**config.mk**
```make
export PLATFORM = sky130hd
export DESIGN_NAME = sccp_ctrl
export DESIGN_NICKNAME = d
export VERILOG_FILES = /design/src/hw/rtl/sccp_pkg.sv /design/src/hw/rtl/sccp_ctrl.sv
export SDC_FILE = /design/constraint.sdc
export NUM_CORES = 1
export LEC_CHECK = 0
export BUFFER_PORTS_ARGS = -buffer_cell sky130_fd_sc_hd__clkbuf_2
export CAP_MARGIN = 20
export CORE_AREA = 2 2 39 41
export CTS_BUF_LIST = sky130_fd_sc_hd__clkbuf_4
export DETAILED_ROUTE_END_ITERATION = 10
export DIE_AREA = 0 0 41 43
export SYNTH_ARGS = -nofsm -noshare
export SYNTH_HDL_FRONTEND = slang
export SYNTH_SLANG_ARGS = --single-unit
```
**constraint.sdc**
```tcl
create_clock -name clock -period 2.05 [get_ports clock]
set_input_delay 0.205 -clock clock [delete_from_list [all_inputs] [get_ports clock]]
set_output_delay 0.205 -clock clock [all_outputs]
set_load 0.005 [all_outputs]
```
**src/hw/rtl/sccp_pkg.sv**
```systemverilog
`timescale 1ns / 1ps
// ----------------------------------------------------------------------------
// sccp_pkg: shared types and constants
// Widths, codes and controller states for the size class chunk pool.
// ----------------------------------------------------------------------------
package sccp_pkg;

   localparam int NUM_CLASSES   = 20;
   localparam int MIN_SIZE_BITS = 12;
   localparam int NODE_CAPACITY = 256;
   localparam int ADDR_WIDTH    = 48;

   localparam int NODE_W  = $clog2(NODE_CAPACITY);
   localparam int PTR_W   = NODE_W + 1;
   localparam int CLASS_W = (NUM_CLASSES > 1) ? $clog2(NUM_CLASSES) : 1;
   localparam int CNT_W   = $clog2(NODE_CAPACITY + 1);

   localparam logic [PTR_W-1:0] EMPTY_MARK = PTR_W'(NODE_CAPACITY);

   typedef enum logic [1:0] {
      CMD_ALLOC = 2'd0,
      CMD_FREE  = 2'd1,
      CMD_STATS = 2'd2,
      CMD_NONE  = 2'd3
   } cmd_type;

   typedef enum logic [1:0] {
      ST_OK      = 2'd0,
      ST_FRESH   = 2'd1,
      ST_BADSIZE = 2'd2,
      ST_FULL    = 2'd3
   } status_type;

   typedef enum logic [1:0] {
      S_IDLE,
      S_EXEC,
      S_RESP
   } state_type;

   typedef struct packed {
      logic load;
      logic exec;
   } ctrl_type;

   typedef struct packed {
      logic done;
   } stat_type;

endpackage

```
**src/hw/rtl/sccp_ctrl.sv**
```systemverilog
`timescale 1ns / 1ps
// ----------------------------------------------------------------------------
// sccp_ctrl: request sequencer
// Load a request, read the node store, execute, then hold the response.
// ----------------------------------------------------------------------------
module sccp_ctrl import sccp_pkg::*; (
   input  logic     clock,
   input  logic     reset,
   input  logic     req_valid,
   output logic     req_ready,
   output logic     rsp_valid,
   input  logic     rsp_ready,
   output ctrl_type ctrl
);
   state_type state_ff, state_in;

   always_comb begin
      state_in = state_ff;
      unique case (state_ff)
         S_IDLE: if (req_valid) state_in = S_EXEC;
         S_EXEC: state_in = S_RESP;
         S_RESP: if (rsp_ready) state_in = req_valid ? S_EXEC : S_IDLE;
         default: state_in = S_IDLE;
      endcase
   end

   always_comb begin
      req_ready = (state_ff == S_IDLE) || (state_ff == S_RESP && rsp_ready);
      rsp_valid = (state_ff == S_RESP);
      ctrl.load = req_ready && req_valid;
      ctrl.exec = (state_ff == S_EXEC);
   end

   always_ff @(posedge clock) begin
      if (reset) begin
         state_ff <= S_IDLE;
      end else begin
         state_ff <= state_in;
      end
   end
endmodule

```
==> results of run 1 <==
-- critical path: cells and delay by family (launching register included) --
family        cells  cell delay (ns)
simple gates      2             0.37
flops             1             0.30
buf+inv           1             0.15
-- power by group --
group	leakage [uW]	switching, uW	total, uW	internal [uW]
clock	0.0000138	21.7	86.2	64.5
combinational	0.0000567	7.46	19.4	11.9
sequential	0.0000165	2.43	44.1	41.6
total	0.0000869	31.6	150	118
-- through the flow --
step	hold slack, ns	util
4_1_cts	0.183	0.132
6_report	0.192	0.132
3_5_place_dp	0.420	0.116
5_1_grt	0.183	0.132
2_1_floorplan	0.279	-
3_3_place_gp	0.423	0.116
-- cells in the final DEF (no fill, tap or decap), drive strengths merged --
master  synthesis  routed
clkbuf          0      10
inv             1       1
nor4b           1       1
dfxtp           2       2
nor2            2       2
a22o            1       1
nor3b           1       1
nor2b           2       2
and2b           1       1
-- worst paths after layout --
kind	end	depth (start not counted)
max reg2reg	state_ff[1]	2
min reg2reg	state_ff[0]	1
min	state_ff[0]	2
max	ctrl[1]	3
-- routing by layer --
layer,track usage,wire length (um),share of wire,up-vias
met3,0.0471,31,0.13,0
met1,0.0288,104,0.42,44
li1,-,-,-,58
met2,0.0344,110,0.45,5
met5,0,0,0,-
met4,0.0600,0,0,0
-- cell usage after synthesis --
| cell type | instances |
|---|---|
| a22o_1 | 1 |
| and2b_4 | 1 |
| buf_4 | 1 |
| dfxtp_1 | 2 |
| inv_1 | 1 |
| nor2_1 | 2 |
| nor2b_1 | 2 |
| nor3b_1 | 1 |
| nor4b_2 | 1 |
-- cell families after synthesis --
group                  after synthesis  share of synthesized area
AND/OR/NAND/NOR                      7                      0.467
buffers and inverters                2                      0.100
flip-flops                           2                      0.356
AO/OA/AOI/OAI                        1                     0.0778
-- area by class of cell --
| cell class | instances | area, um^2 | share of cell area |
|---|---|---|---|
| Clock buffer | 3 | 22.5 | 0.123 |
| Tap cell | 16 | 20.0 | 0.110 |
| Inverter | 1 | 3.75 | 0.0205 |
| Timing Repair Buffer | 7 | 35.0 | 0.192 |
| Sequential cell | 2 | 40.0 | 0.219 |
| Multi-Input combinational cell | 8 | 61.3 | 0.336 |
==> summary.md, run 1 <==
| Metric | Value |
|---|---|
| Antenna violations before repair | 0 |
| Pin count of the biggest net entering global routing | 7 |
| CP startpoint kind | flop |
| Mapped Area | 113 um^2 |
| Setup repair after global routing missed its margin | false |
| Max Buffers Root-to-Sink | 2 |
| Remaining DRCs | 0 |
| Synth-to-Final Area Change | 62.2% |
| Number of hold buffers added after cts | 0 |
| Top register by number of flip-flops | state_ff |
| Detailed-route wire length | roughly 250 um |
| Die Area | 1760 um^2 |
| Power density over cell area | about 800 nW/um^2 |
| Filler Cell Count | roughly 160 |
| Placeable core region | ~1400 um^2 |
| Setup clock skew after layout | approximately 0.003 ns |
| Post-place instance area | between 150 and 200 um^2 |
| Class of the tightest hold or removal check | primary input to flop |
| Total via count in the routed design | roughly 110 |
| Final number of max-transition violations | 0 |
| Wire length of the first global-routing pass | ~330 um |
| Total chip power | between 100 and 150 uW |
| Sum of negative setup slack | 0 ns |
| Portion of the clock cycle consumed by the worst path in the final layout | 0.606 |
| Max Clk Rate | about 810 MHz |
| Cell area after layout | around 180 um^2 |
| H-tree depth | 1 |
| I/O pin cnt | 8 |
| Cell types with the largest area share after synthesis | dfxtp_1, nor4b_2, nor2b_1, and2b_4, a22o_1 |
| Number of clock sinks seen by CTS | 2 |
| Root buffer cell | clkbuf_4 |
| Worst EP arrival | 1.04 ns |
| Number of nets in the synthesized netlist | 16 |
| Leak Pwr | about 0.000087 uW |
| Tot GR Track Use | 0.0381 |
| Count of placed standard cells in the final layout, fillers left out | 37 |
| Number of buffers added on ports | 7 |
| Maximum Capacitance Violations | 0 |
| GR Overflow Total | 0 |
| DRC marker count from the first detailed-route iteration | 0 |
| CP required | 1.85 ns |
| Worst Hold Launch | reset |
| Cell count after synthesis | 12 |
| Final min period | between 1 and 1.5 ns |
| DIE WIDTH | 41 um |
| Average footprint of a synthesized cell | 9.38 um^2 |
| Insertion delay to the later sink of the worst-skew pair | 0.22 ns |
| Flip-flop count of the largest register, all copies and words added | 2 |
| Antenna diode count | 0 |
| Count of distinct cell types in the synthesized netlist | 9 |
| Total iterations of the first detailed-routing run | 1 |
| Placed cell count | 34 |
| Worst-path maximum fanout | 4 |
| Clock transition time at the flip-flop clock pins of the worst setup and hold paths | roughly 0.03 ns |
| Chip height | 43 um |
| Vias/cell | just under 3 |
| Via count of the first global-routing pass | 94 |
| Cell chain of the critical path | nor2b_1 -> nor3b_1 -> clkbuf_2 |
| Cts repair resizes | 0 |
| Row count | 14 |
| CTS tree | built |
| Share of cells above drive strength 1 | 0.571 |
| Fraction of synthesized cell area taken by the top area cell type | 0.356 |
| Net count, final | 27 |
| Effective utilization at floorplan | 0.0814 |
| Drt wl/cell | 6.65 um |
| Reg2Reg Launch Point | state_ff[0] |
| Worst-case setup slack after placement | about 1 ns |
| Largest registers | state_ff (2) |
| Biggest cell delay along the critical path | 0.30 ns |
| Critical path's slowest cell | dfxtp_1 |
| Kind of capture point of the worst setup path | output pin |
| Run status | finished, final reports clean |
| Yosys synthesis warning count | 0 |
| Cell type contributing the most total cell area after synthesis | dfxtp_1 |
| Fraction of the yosys area taken by sequential cells | 0.356 |
| Number of failing hold endpoints at the final stage | 0 |
| Reg-to-reg slack, setup | 1.19 ns |
| FF+latch count, synth | 2 |
| Final setup viols | 0 |
| Number of nets with antenna violations after detailed routing | 0 |
| Maximum ir drop on the vdd rail | roughly 0.15 mV |
| Clock buffers created by TritonCTS | 3 |
| Slew at the pin with the worst max-slew slack | 0.289 ns |
| Post-route worst setup slack | between 0.8 and 0.9 ns |
| Slew HR | 0.807 |
| Final estimated routing congestion in global placement | approximately 0.42 |
| Startpoint of the worst setup timing path | state_ff[1] |
| Crit Path Category | flop to output pin |
| Post-CTS repair timing setup buffer count | 0 |
(Power assumes the default switching activity.)
==> run 2: changes to the inputs <==
- clock period: 2.05 -> 1.3 ns (I/O delays scaled with it)
==> run 2 against run 1 <==
Effect of this change: flip-flop and latch count unchanged; sequential share of layout area unchanged; combinational power increased by 57%; clock power increased by 58%; register-to-register slack got worse by 0.75 ns; first-iteration DRC count unchanged; sequential power increased by 58%; design area unchanged; critical endpoint unchanged; highest routed layer unchanged.
==> summary.md, run 2 (synthesis results as in run 1) <==
| Metric | Value |
|---|---|
| Run status | finished, final reports clean |
| Biggest cell delay along the critical path | 0.32 ns |
| Number of failing hold endpoints at the final stage | 0 |
| Largest registers | state_ff (2) |
| Clock transition time at the flip-flop clock pins of the worst setup and hold paths | roughly 0.03 ns |
| Drt wl/cell | between 6 and 7 um |
| Flip-flop count of the largest register, all copies and words added | 2 |
| Max Clk Rate | 851 MHz |
| Synth-to-Final Area Change | 62.2% |
| Root buffer cell | clkbuf_4 |
| Number of hold buffers added after cts | 0 |
| Reg-to-reg slack, setup | around 0.44 ns |
| Vias/cell | 3.00 |
| Class of the tightest hold or removal check | primary input to flop |
| CTS tree | built |
| Cell chain of the critical path | nor2b_1 -> nor3b_1 -> clkbuf_2 |
| Chip height | roughly 43 um |
| Worst hold path cell count | 2 |
| Worst-path maximum fanout | 4 |
| Leak Pwr | 0.0000869 uW |
| Worst EP arrival | around 1.1 ns |
| Share of cells above drive strength 1 | 0.571 |
| End of the worst register-to-register path | state_ff[1] |
| Most common cell after layout, fill and taps aside | clkbuf_2 |
| Final min period | ~1.2 ns |
| Via count of the first global-routing pass | 98 |
| Clock buffers created by TritonCTS | 3 |
| CP required | between 1 and 1.5 ns |
| Max Buffers Root-to-Sink | 2 |
| Sum of negative setup slack | 0 ns |
| Worst Hold Path EP | state_ff[0] |
| Depth of the worst register-to-register path | 2 |
| Final number of max-transition violations | 0 |
| Most frequent cells in the layout | clkbuf_2, clkbuf_4, nor2b_1, nor2_1, dfxtp_1 |
| Setup clock skew after layout | ~0.0034 ns |
| Tot GR Track Use | 0.0341 |
| Effective utilization at floorplan | 0.0814 |
| Setup repair after global routing missed its margin | false |
| Cts repair resizes | 0 |
| Number of nets with antenna violations after detailed routing | 0 |
| Final setup viols | 0 |
| Crit Path Category | flop to output pin |
| Total via count in the routed design | around 110 |
| Insertion delay to the later sink of the worst-skew pair | ~0.22 ns |
| Maximum ir drop on the vdd rail | approximately 0.14 mV |
| Net count, final | 27 |
| Maximum Capacitance Violations | 0 |
| Pin count of the biggest net entering global routing | 7 |
| Final standard cell utilization of the core | 0.132 |
| Remaining DRCs | 0 |
| Antenna violations before repair | 0 |
| Slew HR | 0.788 |
| Wire length of the first global-routing pass | ~320 um |
| CP startpoint kind | flop |
| Kind of capture point of the worst setup path | output pin |
| Die Area | 1760 um^2 |
| Row count | 14 |
| Number of clock sinks seen by CTS | 2 |
| Worst Hold Launch | reset |
| Top register by number of flip-flops | state_ff |
| Placeable core region | 1380 um^2 |
| GR Overflow Total | 0 |
| Total iterations of the first detailed-routing run | 1 |
| Final estimated routing congestion in global placement | around 0.42 |
| DRC marker count from the first detailed-route iteration | 0 |
| Portion of the clock cycle consumed by the worst path in the final layout | 0.904 |
| Antenna diode count | 0 |
| Critical path's slowest cell | dfxtp_1 |
| Post-CTS repair timing setup buffer count | 0 |
| Detailed-route wire length | around 250 um |
| I/O pin cnt | 8 |
| Number of buffers added on ports | 7 |
| Reg2Reg Launch Point | state_ff[0] |
| Power density over cell area | 1290 nW/um^2 |
| Slew at the pin with the worst max-slew slack | ~0.32 ns |
| H-tree depth | 1 |
| DIE WIDTH | 41 um |
==> run 2: cell counts in the layout (fill, tap and decap cells not counted) <==
Identical to the previous run, type by type.
==> run 2: layer usage <==
metal,global-route usage,part of all wire
met1,0.0224,0.39
met4,0.0800,0
met2,0.0375,0.55
met3,0.0157,0.063
met5,0,0
==> run 2: report_power, final <==
part	switching, uW	total (uW)	internal (uW)
Sequential	3.89	69.5	65.6
Clock	33.8	136	102
Combinational	11.6	30.4	18.8
Total	49.3	235	186
==> run 2: layout make-up <==
cell class,count,area (um^2)
Inverter,1,3.75
Clock buffer,3,22.5
Sequential cell,2,40.0
Timing Repair Buffer,7,35.0
Tap cell,16,20.0
Fill cell,161,1200
Multi-Input combinational cell,8,61.3
==> run 2: how the worst max path moves through the flow <==
stage / startpoint / endpoint / slack (ns) / cells past startpoint
5_1_grt: state_ff[1] / ctrl[1] / 0.06 / 3
3_3_place_gp: state_ff[1] / ctrl[1] / 0.36 / 3
4_1_cts: state_ff[1] / ctrl[1] / 0.10 / 3
3_5_place_dp: state_ff[1] / ctrl[1] / 0.35 / 3
6_report: state_ff[1] / ctrl[1] / 0.12 / 3
2_1_floorplan: state_ff[0] / state_ff[1] / 0.48 / 2
==> run 2: per-stage QoR <==
| stage | instance area [um^2] | std cells | hold slack, ns | setup slack [ns] | power (uW) |
|---|---|---|---|---|---|
| 2_1_floorplan | 113 | 12 | 0.204 | 0.476 | 88.5 |
| 3_3_place_gp | 160 | 34 | 0.346 | 0.360 | 101 |
| 3_5_place_dp | 160 | 34 | 0.347 | 0.349 | 101 |
| 4_1_cts | 183 | 37 | 0.112 | 0.104 | 246 |
| 5_1_grt | 183 | 37 | 0.121 | 0.0624 | 253 |
| 6_report | 183 | 37 | 0.121 | 0.125 | 235 |
==> run 2: critical path: cells and delay by family, from the launching register on <==
kind	cells	cell delay [ns]
and+or+nand+nor	2	0.38
buffers and inverters	1	0.12
DFF	1	0.32
